<file path="src/sv/dirp_pkg.sv">
// Shared types and constants for the decimal integer range parser.
// Used by every module of the block; no dependencies of its own.
package dirp_pkg;

  localparam int VALUE_WIDTH = 64;                 // signed range of the parsed value
  localparam int DATA_W      = 64;                 // width of value and range registers
  localparam int CHAR_W      = 8;
  localparam int DIGIT_W     = 4;
  localparam int SUM_W       = VALUE_WIDTH + 4;    // room for magnitude * 10 + digit
  localparam int CFG_IDX_W   = 8;
  localparam int FIFO_DEPTH  = 2;                  // power of two
  localparam int PTR_W       = $clog2(FIFO_DEPTH);
  localparam int CNT_W       = $clog2(FIFO_DEPTH + 1);

  localparam logic [CHAR_W-1:0] CH_NUL   = 8'h00;
  localparam logic [CHAR_W-1:0] CH_MINUS = 8'h2D;
  localparam logic [CHAR_W-1:0] CH_ZERO  = 8'h30;
  localparam logic [CHAR_W-1:0] CH_NINE  = 8'h39;

  // Largest magnitude for a negative and for a positive value.
  localparam logic [SUM_W-1:0] LIM_NEG = SUM_W'(1) << (VALUE_WIDTH - 1);
  localparam logic [SUM_W-1:0] LIM_POS = LIM_NEG - SUM_W'(1);

  localparam logic [DATA_W-1:0] MIN_RESET = DATA_W'(1) << (DATA_W - 1);
  localparam logic [DATA_W-1:0] MAX_RESET = MIN_RESET - DATA_W'(1);

  localparam logic [CFG_IDX_W-1:0] REG_MIN_VALUE = 8'd0;
  localparam logic [CFG_IDX_W-1:0] REG_MAX_VALUE = 8'd1;

  localparam logic [1:0] CLS_TERM  = 2'd0;
  localparam logic [1:0] CLS_MINUS = 2'd1;
  localparam logic [1:0] CLS_DIGIT = 2'd2;
  localparam logic [1:0] CLS_OTHER = 2'd3;

  typedef struct packed {
    logic [1:0]         cls;
    logic [DIGIT_W-1:0] digit;
  } tok_t;

endpackage

</file>
<file path="src/sv/dirp_front.sv">
// Front end: takes one byte per beat and classifies it into a token.
// Depends on dirp_pkg.
module dirp_front (
  input  logic                        clk,
  input  logic                        rst_n,
  input  logic                        in_valid,
  output logic                        in_ready,
  input  logic [dirp_pkg::CHAR_W-1:0] in_char_code,
  output logic                        tok_vld,
  output dirp_pkg::tok_t              tok,
  input  logic                        tok_ready
);

  logic           tok_vld_r, tok_vld_nxt;
  dirp_pkg::tok_t tok_r, tok_nxt;
  logic           in_acc;

  assign in_ready = !tok_vld_r || tok_ready;
  assign in_acc   = in_valid && in_ready;

  always_comb begin
    tok_nxt     = tok_r;
    tok_vld_nxt = tok_vld_r && !tok_ready;
    if (in_acc) begin
      tok_vld_nxt   = 1'b1;
      tok_nxt.digit = dirp_pkg::DIGIT_W'(in_char_code - dirp_pkg::CH_ZERO);
      if (in_char_code == dirp_pkg::CH_NUL) begin
        tok_nxt.cls = dirp_pkg::CLS_TERM;
      end else if (in_char_code == dirp_pkg::CH_MINUS) begin
        tok_nxt.cls = dirp_pkg::CLS_MINUS;
      end else if (in_char_code inside {[dirp_pkg::CH_ZERO:dirp_pkg::CH_NINE]}) begin
        tok_nxt.cls = dirp_pkg::CLS_DIGIT;
      end else begin
        tok_nxt.cls = dirp_pkg::CLS_OTHER;
      end
    end
  end

  always_ff @(posedge clk) begin
    if (!rst_n) begin
      tok_vld_r <= 1'b0;
    end else begin
      tok_vld_r <= tok_vld_nxt;
    end
  end

  always_ff @(posedge clk) begin
    tok_r <= tok_nxt;
  end

  assign tok_vld = tok_vld_r;
  assign tok     = tok_r;

endmodule

</file>
<file path="src/sv/dirp_fifo.sv">
// Short token queue between the front end and the back end.
// Depends on dirp_pkg for the token type and depth.
module dirp_fifo (
  input  logic           clk,
  input  logic           rst_n,
  input  logic           wr_vld,
  output logic           wr_ready,
  input  dirp_pkg::tok_t wr_tok,
  output logic           rd_vld,
  output dirp_pkg::tok_t rd_tok,
  input  logic           rd_pop
);

  dirp_pkg::tok_t                 mem [dirp_pkg::FIFO_DEPTH];
  logic [dirp_pkg::PTR_W-1:0]     wptr_r, wptr_nxt, rptr_r, rptr_nxt;
  logic [dirp_pkg::CNT_W-1:0]     cnt_r, cnt_nxt;
  logic                           push, pop;

  assign wr_ready = cnt_r != dirp_pkg::CNT_W'(dirp_pkg::FIFO_DEPTH);
  assign rd_vld   = cnt_r != '0;
  assign rd_tok   = mem[rptr_r];
  assign push     = wr_vld && wr_ready;
  assign pop      = rd_pop && rd_vld;

  always_comb begin
    wptr_nxt = push ? wptr_r + 1'b1 : wptr_r;
    rptr_nxt = pop ? rptr_r + 1'b1 : rptr_r;
    cnt_nxt  = cnt_r + dirp_pkg::CNT_W'(push) - dirp_pkg::CNT_W'(pop);
  end

  always_ff @(posedge clk) begin
    if (!rst_n) begin
      wptr_r <= '0;
      rptr_r <= '0;
      cnt_r  <= '0;
    end else begin
      wptr_r <= wptr_nxt;
      rptr_r <= rptr_nxt;
      cnt_r  <= cnt_nxt;
    end
  end

  always_ff @(posedge clk) begin
    if (push) begin
      mem[wptr_r] <= wr_tok;
    end
  end

endmodule

</file>
<file path="src/sv/dirp_back.sv">
// Back end: accumulates the magnitude, checks the range and holds the result.
// Also holds the min/max registers. Depends on dirp_pkg.
module dirp_back (
  input  logic                           clk,
  input  logic                           rst_n,
  input  logic                           cfg_valid,
  input  logic [dirp_pkg::CFG_IDX_W-1:0] cfg_index,
  input  logic [dirp_pkg::DATA_W-1:0]    cfg_data,
  input  logic                           tok_vld,
  input  dirp_pkg::tok_t                 tok,
  output logic                           tok_pop,
  output logic                           out_valid,
  input  logic                           out_ready,
  output logic                           out_status,
  output logic signed [dirp_pkg::DATA_W-1:0] out_value
);

  logic [dirp_pkg::DATA_W-1:0]      min_r, max_r;
  logic [dirp_pkg::VALUE_WIDTH-1:0] mag_r, mag_nxt;
  logic neg_r, neg_nxt, first_r, first_nxt, seen_r, seen_nxt, err_r, err_nxt;
  logic                             chk_vld_r, chk_vld_nxt, chk_ok_r, chk_ok_nxt;
  logic [dirp_pkg::DATA_W-1:0]      chk_val_r, chk_val_nxt;
  logic                             out_vld_r, out_vld_nxt, out_status_r, out_status_nxt;
  logic [dirp_pkg::DATA_W-1:0]      out_value_r, out_value_nxt;

  logic                         out_free, chk_free, is_term, ovf, in_range;
  logic [dirp_pkg::SUM_W-1:0]   mag_w, sum, limit;
  logic [dirp_pkg::DATA_W-1:0]  mag_ext, cand;

  always_comb begin
    out_free = !out_vld_r || out_ready;
    chk_free = !chk_vld_r || out_free;
    is_term  = tok.cls == dirp_pkg::CLS_TERM;
    tok_pop  = tok_vld && (!is_term || chk_free);

    // Times ten is done with two shifts and an add.
    mag_w = dirp_pkg::SUM_W'(mag_r);
    sum   = (mag_w << 3) + (mag_w << 1) + dirp_pkg::SUM_W'(tok.digit);
    limit = neg_r ? dirp_pkg::LIM_NEG : dirp_pkg::LIM_POS;
    ovf   = sum > limit;

    mag_ext = dirp_pkg::DATA_W'(mag_r);
    cand    = neg_r ? dirp_pkg::DATA_W'(0) - mag_ext : mag_ext;

    in_range = ($signed(min_r) <= $signed(chk_val_r)) &&
               ($signed(chk_val_r) <= $signed(max_r));
  end

  always_comb begin
    mag_nxt     = mag_r;
    neg_nxt     = neg_r;
    first_nxt   = first_r;
    seen_nxt    = seen_r;
    err_nxt     = err_r;
    chk_vld_nxt = chk_vld_r && !out_free;
    chk_ok_nxt  = chk_ok_r;
    chk_val_nxt = chk_val_r;
    if (tok_pop) begin
      if (is_term) begin
        chk_vld_nxt = 1'b1;
        chk_ok_nxt  = !err_r && seen_r;
        chk_val_nxt = cand;
        mag_nxt     = '0;
        neg_nxt     = 1'b0;
        first_nxt   = 1'b1;
        seen_nxt    = 1'b0;
        err_nxt     = 1'b0;
      end else begin
        first_nxt = 1'b0;
        if (!err_r) begin
          case (tok.cls)
            dirp_pkg::CLS_MINUS: begin
              if (first_r) begin
                neg_nxt = 1'b1;
              end else begin
                err_nxt = 1'b1;
              end
            end
            dirp_pkg::CLS_DIGIT: begin
              if (ovf) begin
                err_nxt = 1'b1;
              end else begin
                mag_nxt  = sum[dirp_pkg::VALUE_WIDTH-1:0];
                seen_nxt = 1'b1;
              end
            end
            default: begin
              err_nxt = 1'b1;
            end
          endcase
        end
      end
    end
  end

  always_comb begin
    out_vld_nxt    = out_vld_r && !out_ready;
    out_status_nxt = out_status_r;
    out_value_nxt  = out_value_r;
    if (chk_vld_r && out_free) begin
      out_vld_nxt = 1'b1;
      if (chk_ok_r && in_range) begin
        out_status_nxt = 1'b0;
        out_value_nxt  = chk_val_r;
      end else begin
        out_status_nxt = 1'b1;
        out_value_nxt  = '0;
      end
    end
  end

  always_ff @(posedge clk) begin
    if (!rst_n) begin
      min_r <= dirp_pkg::MIN_RESET;
      max_r <= dirp_pkg::MAX_RESET;
    end else if (cfg_valid) begin
      if (cfg_index == dirp_pkg::REG_MIN_VALUE) begin
        min_r <= cfg_data;
      end else if (cfg_index == dirp_pkg::REG_MAX_VALUE) begin
        max_r <= cfg_data;
      end
    end
  end

  always_ff @(posedge clk) begin
    if (!rst_n) begin
      mag_r     <= '0;
      neg_r     <= 1'b0;
      first_r   <= 1'b1;
      seen_r    <= 1'b0;
      err_r     <= 1'b0;
      chk_vld_r <= 1'b0;
      out_vld_r <= 1'b0;
    end else begin
      mag_r     <= mag_nxt;
      neg_r     <= neg_nxt;
      first_r   <= first_nxt;
      seen_r    <= seen_nxt;
      err_r     <= err_nxt;
      chk_vld_r <= chk_vld_nxt;
      out_vld_r <= out_vld_nxt;
    end
  end

  always_ff @(posedge clk) begin
    chk_ok_r     <= chk_ok_nxt;
    chk_val_r    <= chk_val_nxt;
    out_status_r <= out_status_nxt;
    out_value_r  <= out_value_nxt;
  end

  assign out_valid  = out_vld_r;
  assign out_status = out_status_r;
  assign out_value  = out_value_r;

  a_mag_bound: assert property (@(posedge clk) disable iff (!rst_n)
    mag_r <= dirp_pkg::LIM_NEG[dirp_pkg::VALUE_WIDTH-1:0])
    else $error("magnitude beyond the signed range");

  a_mag_frozen_on_err: assert property (@(posedge clk) disable iff (!rst_n)
    err_r && !(tok_pop && is_term) |=> $stable(mag_r))
    else $error("magnitude changed after an error");

  a_term_clears: assert property (@(posedge clk) disable iff (!rst_n)
    tok_pop && is_term |=> first_r && !seen_r && !err_r && !neg_r && chk_vld_r)
    else $error("terminator did not restart the parse");

  a_reject_zero: assert property (@(posedge clk) disable iff (!rst_n)
    chk_vld_r && out_free && !chk_ok_r |=> out_valid && out_status && out_value == '0)
    else $error("rejected result with nonzero value");

endmodule

</file>
<file path="src/sv/decimal_integer_range_parser.sv">
// Top level of the decimal integer range parser: front end, token queue, back end.
// Depends on dirp_pkg, dirp_front, dirp_fifo and dirp_back.
//
//   channel | direction | handshake            | payload
//   in      | input     | in_valid / in_ready  | in_char_code[7:0]
//   out     | output    | out_valid / out_ready| out_status, out_value[63:0]
//   cfg     | input     | cfg_valid / cfg_ready| cfg_index[7:0], cfg_data[63:0]
//
// One byte is taken per cycle with both sides flowing; a terminator's result
// passes the front-end register, token queue, check register and output register.
// The accumulator's times-ten add and limit compare set the per-byte cycle.
// Reset is synchronous; it clears the parse state and loads the full signed range.
// Either side can stall alone: the two-entry token queue and the output register
// absorb back-pressure. cfg_ready is always high.
module decimal_integer_range_parser (
  input  logic                           clk,
  input  logic                           rst_n,
  input  logic                           in_valid,
  output logic                           in_ready,
  input  logic [dirp_pkg::CHAR_W-1:0]    in_char_code,
  output logic                           out_valid,
  input  logic                           out_ready,
  output logic                           out_status,
  output logic signed [dirp_pkg::DATA_W-1:0] out_value,
  input  logic                           cfg_valid,
  output logic                           cfg_ready,
  input  logic [dirp_pkg::CFG_IDX_W-1:0] cfg_index,
  input  logic [dirp_pkg::DATA_W-1:0]    cfg_data
);

  logic           f_vld, f_ready, q_vld, q_pop;
  dirp_pkg::tok_t f_tok, q_tok;

  assign cfg_ready = 1'b1;

  dirp_front u_front (
    .clk          (clk),
    .rst_n        (rst_n),
    .in_valid     (in_valid),
    .in_ready     (in_ready),
    .in_char_code (in_char_code),
    .tok_vld      (f_vld),
    .tok          (f_tok),
    .tok_ready    (f_ready)
  );

  dirp_fifo u_fifo (
    .clk      (clk),
    .rst_n    (rst_n),
    .wr_vld   (f_vld),
    .wr_ready (f_ready),
    .wr_tok   (f_tok),
    .rd_vld   (q_vld),
    .rd_tok   (q_tok),
    .rd_pop   (q_pop)
  );

  dirp_back u_back (
    .clk        (clk),
    .rst_n      (rst_n),
    .cfg_valid  (cfg_valid),
    .cfg_index  (cfg_index),
    .cfg_data   (cfg_data),
    .tok_vld    (q_vld),
    .tok        (q_tok),
    .tok_pop    (q_pop),
    .out_valid  (out_valid),
    .out_ready  (out_ready),
    .out_status (out_status),
    .out_value  (out_value)
  );

endmodule
</file>
<file path="config.mk">
export PLATFORM = sky130hd
export DESIGN_NAME = decimal_integer_range_parser
export DESIGN_NICKNAME = d
export VERILOG_FILES = /design/src/sv/dirp_pkg.sv /design/src/sv/dirp_front.sv /design/src/sv/dirp_fifo.sv /design/src/sv/dirp_back.sv /design/src/sv/decimal_integer_range_parser.sv
export SDC_FILE = /design/constraint.sdc
export NUM_CORES = 1
export LEC_CHECK = 0
export BUFFER_PORTS_ARGS = -buffer_cell sky130_fd_sc_hd__buf_2
export CAP_MARGIN = 20
export CELL_PAD_IN_SITES_DETAIL_PLACEMENT = 1
export CELL_PAD_IN_SITES_GLOBAL_PLACEMENT = 1
export CORE_AREA = 4 4 282 284
export CTS_CLUSTER_DIAMETER = 60
export DETAILED_ROUTE_END_ITERATION = 6
export DIE_AREA = 0 0 286 288
export PLACE_DENSITY_LB_ADDON = 0.1
export SLEW_MARGIN = 25
export SYNTH_ARGS = -nofsm -noshare
export SYNTH_HDL_FRONTEND = slang
export SYNTH_SLANG_ARGS = --single-unit
</file>
<file path="constraint.sdc">
create_clock -name clk -period 8.8 [get_ports clk]
set_input_delay 1.76 -clock clk [delete_from_list [all_inputs] [get_ports clk]]
set_output_delay 1.76 -clock clk [all_outputs]
set_load 0.03 [all_outputs]
</file>
==> Word-level counts from Yosys, hierarchy flattened <==
Memory sizes are Yosys's and may differ from the RTL's. A register that Yosys moved wholly into a read port is not among the register bits.
Index checks and enable logic that the tools add are counted.
{ "word_totals": {"n_memories": 1, "ram_bits": 12, "output_inout_bits": 68, "latch_bits": 0, "word_cells": 110, "input_bits": 85, "mem_bits_ro": 0, "regBits": 339} }
{ "memory_table": {"columns": ["name", "words", "word_bits", "rd", "rd_ports_with_merged_regs", "write_ports", "line", "text"], "rows": [
  ["u_fifo.mem", 2, 6, 1, 1, 1, "dirp_fifo.sv:14", "dirp_pkg::tok_t mem [dirp_pkg::FIFO_DEPTH];"]
]} }
{ "op_classes": {"reduce_logical": 37, "div": 0, "eq_ne": 7, "shifts": 0, "n_lt_le_gt_ge": 5, "multipliers": 0, "bitwise": 1, "add_sub_neg": 8, "n_mux": 31} }
{ "op_table": {"columns": ["op", "count"], "rows": [
  ["two-way mux 64 bit", 6],
  ["<= comparator 64 bit", 2],
  ["adder 67 x 65 -> 68 bit", 1],
  ["adder 68 x 4 -> 68 bit", 1],
  ["> comparator 68 bit", 1],
  ["subtractor 1 x 64 -> 64 bit, first input constant", 1],
  ["two-way mux 1 bit", 24],
  ["zero test 8 bit", 2],
  ["logical AND 1 bit", 12],
  ["== test 8 x 1 -> 1 bit, second input constant", 1],
  ["== test 8 x 6 -> 1 bit, second input constant", 1],
  ["greater-or-equal comparator 8 x 6 -> 1 bit, second input constant", 1],
  ["<= comparator 8 x 6 -> 1 bit, second input constant", 1],
  ["zero test 1 bit", 8],
  ["AND reduction 4 bit", 2],
  ["nonzero test 2 bit", 4],
  ["logical OR 1 bit", 4],
  ["inequality test 2 bit, second input constant", 2],
  ["AND reduction 2 bit", 2],
  ["subtractor 4 x 1 -> 4 bit, second input constant", 1],
  ["AND reduction 3 bit", 1],
  ["adder 1 bit, second input constant", 2],
  ["adder 2 x 1 -> 2 bit", 1],
  ["== test 2 x 1 -> 1 bit, second input constant", 1],
  ["7 further kinds", 7]
]} }

==> Logic depth before layout (Yosys ltp) <==
{ "logic_depth": {"depth_word": 8, "ltp_mapped": 30, "mapped_depth_nobuf": 26} }

==> By module <==
A second synthesis with hierarchy kept.
{ "hier_totals": {"cells_unflattened": 2568, "hier_area_um2": 23292.3} }
{ "modules_own_cells": {"columns": ["mod", "n_inst", "area_per_inst_um2", "seq_area_each_um2", "cells_each"], "rows": [
  ["dirp_back", 1, 22297.6, 7867.5, 2495],
  ["dirp_fifo", 1, 691.9, 460.4, 49],
  ["dirp_front", 1, 291.5, 200.2, 22],
  ["decimal_integer_range_parser", 1, 11.3, 0.0, 2]
]} }

==> Worst setup path after synthesis <==
No wires, ideal clock.
{ "synth_timing": {"path_type": "register -> register", "startpoint": "reg (tool-made name)", "endpoint": "reg u_back.mag_r, in the netlist u_back.mag_ext[51]", "setup_time_ps": 117, "path_buffers": 3, "synth_period_minus_slack_ps": 6513, "setup_slack_ps": 2287, "required_ps": 8683, "arrival_time_ps": 6396, "stages_incl_launch_ff": 29, "path_cell_list": "dfxtp_1 -> clkbuf_1 -> mux2_2 -> fa_1 -> inv_1 -> fa_1 -> nand2b_1 -> a21oi_1 -> o21ai_0 -> a211oi_1 -> nor2_1 -> o21ai_0 -> a21oi_1 -> o21ai_0 -> xor2_1 -> ha_1 -> nand3_1 -> nor4_1 -> nand3_1 -> or4_1 -> o21ai_1 -> a21oi_1 -> a2111o_1 -> a41oi_2 -> and4_4 -> o31ai_4 -> buf_4 -> buf_6 -> a22o_1"} }
{ "synth_rtl": {"columns": ["item", "line", "text"], "rows": [
  ["end signal: assignment", "dirp_back.sv:135", "mag_r <= mag_nxt;"],
  ["end: declaration", "dirp_back.sv:19", "logic [dirp_pkg::VALUE_WIDTH-1:0] mag_r, mag_nxt;"]
]} }

==> results.sh <==
export IMPL_status="completed"
export IMPL_clock_latency_ns=0.59
export IMPL_syn_nets=2951
export IMPL_yosys_top_cells_area="edfxtp_1 (19%), dfxtp_1 (18%), ha_1 (18%)"
export IMPL_cts_sinks=352
export IMPL_tightest_slew_ns=1.008
export IMPL_maxCapViolCount=0
export IMPL_finalWirelength_mm=78.73
export IMPL_row_count=102
export IMPL_crit_fanout=19
export IMPL_drv_slew=0
export IMPL_start_util_pct=29.75
export IMPL_syn_inst=2539
export IMPL_final_util_pct=34.21
export IMPL_cp_common_cell="a21oi_1"
export IMPL_core_area_um2=77080
export IMPL_area_delta_synth_final_pct=14.99
export IMPL_grt_ovfl_total=0
export IMPL_die_height_um=288
export IMPL_synth_top_flop_cell="dfxtp_1"
export IMPL_async_reset_ff_share_pct=0
export IMPL_drtIter0Drc=820
export IMPL_vias_per_cell=5.201
export IMPL_grt_pass1_wl_mm=122.4
export IMPL_hold_path_class="reg2reg"
export IMPL_cp_arrival_ns=8.53
export IMPL_first_pass_iters=5
export IMPL_synth_yosys_seq_area_share_pct=37.18
export IMPL_clockBufferDepth=3
export IMPL_yosys_area_share_simple_pct=16.08
export IMPL_io_buffers=151
export IMPL_final_cells=3728
export IMPL_io_pins=153
export IMPL_nNetsFinal=3058
export IMPL_fin_ws_ns=0.7998
export IMPL_slew_headroom_pct=32.83
export IMPL_cts_hold_buf=0
export IMPL_place_gp_congestion=0.8300
export IMPL_antenna_cells=0
export IMPL_grt_usage_pct=18.87
export IMPL_syn_mean_instance_area_um2=9.033
export IMPL_min_period_over_period_pct=90.91
export IMPL_drive_gt1_share_pct=10.75
export IMPL_power_density_nw_per_um2=176.7
export IMPL_synthMuxAreaShare_pct=0.4092
export IMPL_netlist_area_um2=22930
export IMPL_yosysWarningCount=0
export IMPL_antenna_found_initial=2
export IMPL_synth_xor_area_share_pct=4.850
export IMPL_synth_top_family_by_area="compound AO/OA/AOI/OAI gates"
export IMPL_synthAdderAreaFrac_pct=17.91
export IMPL_p_leak_nw=12.11
export IMPL_grt_pass1_vias=20640
export IMPL_detail_route_wl_per_cell_um=21.12
export IMPL_fill_cells=8928
export IMPL_ant_nets=0
export IMPL_grt_max_degree=95
export IMPL_synth_compound_area_share_pct=18.71
export IMPL_pre_cts_slack_ns=0.7349
export IMPL_path_clk_slew_ns=0.05
export IMPL_fin_area_um2=26370
export IMPL_die_area_um2=82370
export IMPL_dp_hpwl_mm=61.38
export IMPL_htree_levels=2
export IMPL_required_ns=9.33
export IMPL_peakVddDrop_uv=123.3
export IMPL_rsz0062_at_grt="false"
export IMPL_clock_skew_ns=0.02248
export IMPL_slowest_delay_ns=0.67
export IMPL_cts_buffers_inserted=51
export IMPL_crit_slowest_cell="o31ai_1"
export IMPL_path_class="reg2reg"
export IMPL_max_freq_mhz=125.0
export IMPL_fp_dieW_um=286
export IMPL_place_area_um2=24690
export IMPL_fin_hold_ws_ns=0.4450
export IMPL_p_total_mw=4.661
export IMPL_synth_top_area_share_pct=19.38
export IMPL_post_cts_buffers=0
export IMPL_setup_viol=0
export IMPL_dpl_cell_count=3633
export IMPL_synth_edf_count=148
export IMPL_cp_start_kind="flop"
export IMPL_cts_tree="built"
export IMPL_drc=0
export IMPL_cts_resized=0
export IMPL_vias=19390
export IMPL_fin_tns_setup_ns=0
export IMPL_ys_seq_elements=352
export IMPL_hold_viol_final=0
export IMPL_yosysTopAreaCell="edfxtp_1"
export IMPL_cts_root_buf="clkbuf_16"
export IMPL_period_needed_ns=8.000
export IMPL_yosysUniqueCellTypes=85
export IMPL_worst_setup_path_end_kind="flop"
-- routing by layer --
layer | vias up | GRT usage (%) | share of wire [%]
met5 | - | 0 | 0
met4 | 0 | 5.066 | 2.7
met3 | 113 | 2.423 | 3.5
met2 | 295 | 31.45 | 46
met1 | 9476 | 25.84 | 48
li1 | 9507 | - | -
-- registers in the layout, indices dropped and copies added, names as in the netlist, 2 cells and up, named ones only --
signal	count
u_fifo.mem	12
u_back.max_r	64
u_back.out_value	64
u_fifo.cnt_r	2
u_back.chk_val_r	64
u_back.min_r	64
u_back.mag_ext	64
u_front.tok	6
-- kinds of logic (layout without fill, tap and decap cells) --
logic type | Yosys count | after routing
and+or+nand+nor | 790 | 790
xor gates and xnor gates | 127 | 127
buffers and inverters | 281 | 430
other | 1 | 1
muxes | 9 | 9
AOI/OAI and AO/OA | 652 | 652
adders and majority gates | 327 | 327
DFF | 352 | 352
-- critical path, delay by kind of cell, from the launching register on --
kind	cells	cell delay (ns)
AOI/OAI and AO/OA	12	3.15
xor gates and xnor gates	1	0.33
adders and majority gates	3	1.00
buffers and inverters	1	0.37
DFF	1	0.48
muxes	1	0.39
and+or+nand+nor	7	2.22
-- layout make-up --
type                       instances  area (um^2)  share of cell area, %
inverter                         164        615.6                  2.334
multi-input combinational       1906        13340                  50.57
tap                             1040         1301                  4.934
sequential                       352         8532                  32.35
timing repair buffer             171        905.9                  3.435
clock buffer                      61         1354                  5.134
clock inverter                    34        326.6                  1.238
-- power by group --
group	switching [mW]	leakage (nW)	total [mW]	internal, mW
logic	0.556	8.26	0.787	0.231
clock network	0.807	0.824	2.03	1.22
registers	0.0655	3.02	1.84	1.78
total	1.43	12.1	4.66	3.23
-- layout by cell type (no fill, tap or decap), types with 13 or more instances in the layout --
cell / netlist / layout
a21o_1: 65 / 65
a21oi_1: 203 / 203
a22o_1: 49 / 49
a31oi_1: 23 / 23
buf_2: 12 / 151
buf_4: 3 / 20
clkbuf_16: 0 / 51
dfxtp_1: 204 / 203
edfxtp_1: 148 / 148
ha_1: 325 / 325
inv_1: 164 / 162
nand2_1: 369 / 368
nand3_1: 48 / 48
nand4_1: 75 / 75
nor2_1: 86 / 86
nor3_1: 94 / 94
nor4_1: 19 / 19
o211ai_1: 71 / 71
o21a_1: 19 / 19
o21ai_0: 91 / 91
o21ai_1: 13 / 13
o31ai_1: 27 / 27
xnor2_1: 95 / 95
xor2_1: 32 / 32
-- cell usage after synthesis (13+ instances only) --
master,count
nand2_1,369
ha_1,325
dfxtp_1,204
a21oi_1,203
inv_1,164
edfxtp_1,148
xnor2_1,95
nor3_1,94
clkbuf_1,91
o21ai_0,91
nor2_1,86
nand4_1,75
o211ai_1,71
a21o_1,65
a22o_1,49
nand3_1,48
xor2_1,32
o31ai_1,27
a31oi_1,23
nor4_1,19
o21a_1,19
and3_1,13
nor2b_1,13
o21ai_1,13
-- worst paths after layout --
| check | start | end | slack (ns) | depth (start not counted) |
|---|---|---|---|---|
| hold reg to reg | u_front.tok[4] | u_fifo.mem[0][4] | 0.44 | 0 |
| hold / removal | u_front.tok[4] | u_fifo.mem[0][4] | 0.44 | 0 |
| setup reg to reg | flop | u_back.mag_ext[7] | 0.80 | 25 |
| setup / recovery | flop | u_back.mag_ext[7] | 0.80 | 25 |
Power figures use the tool's default switching activity.
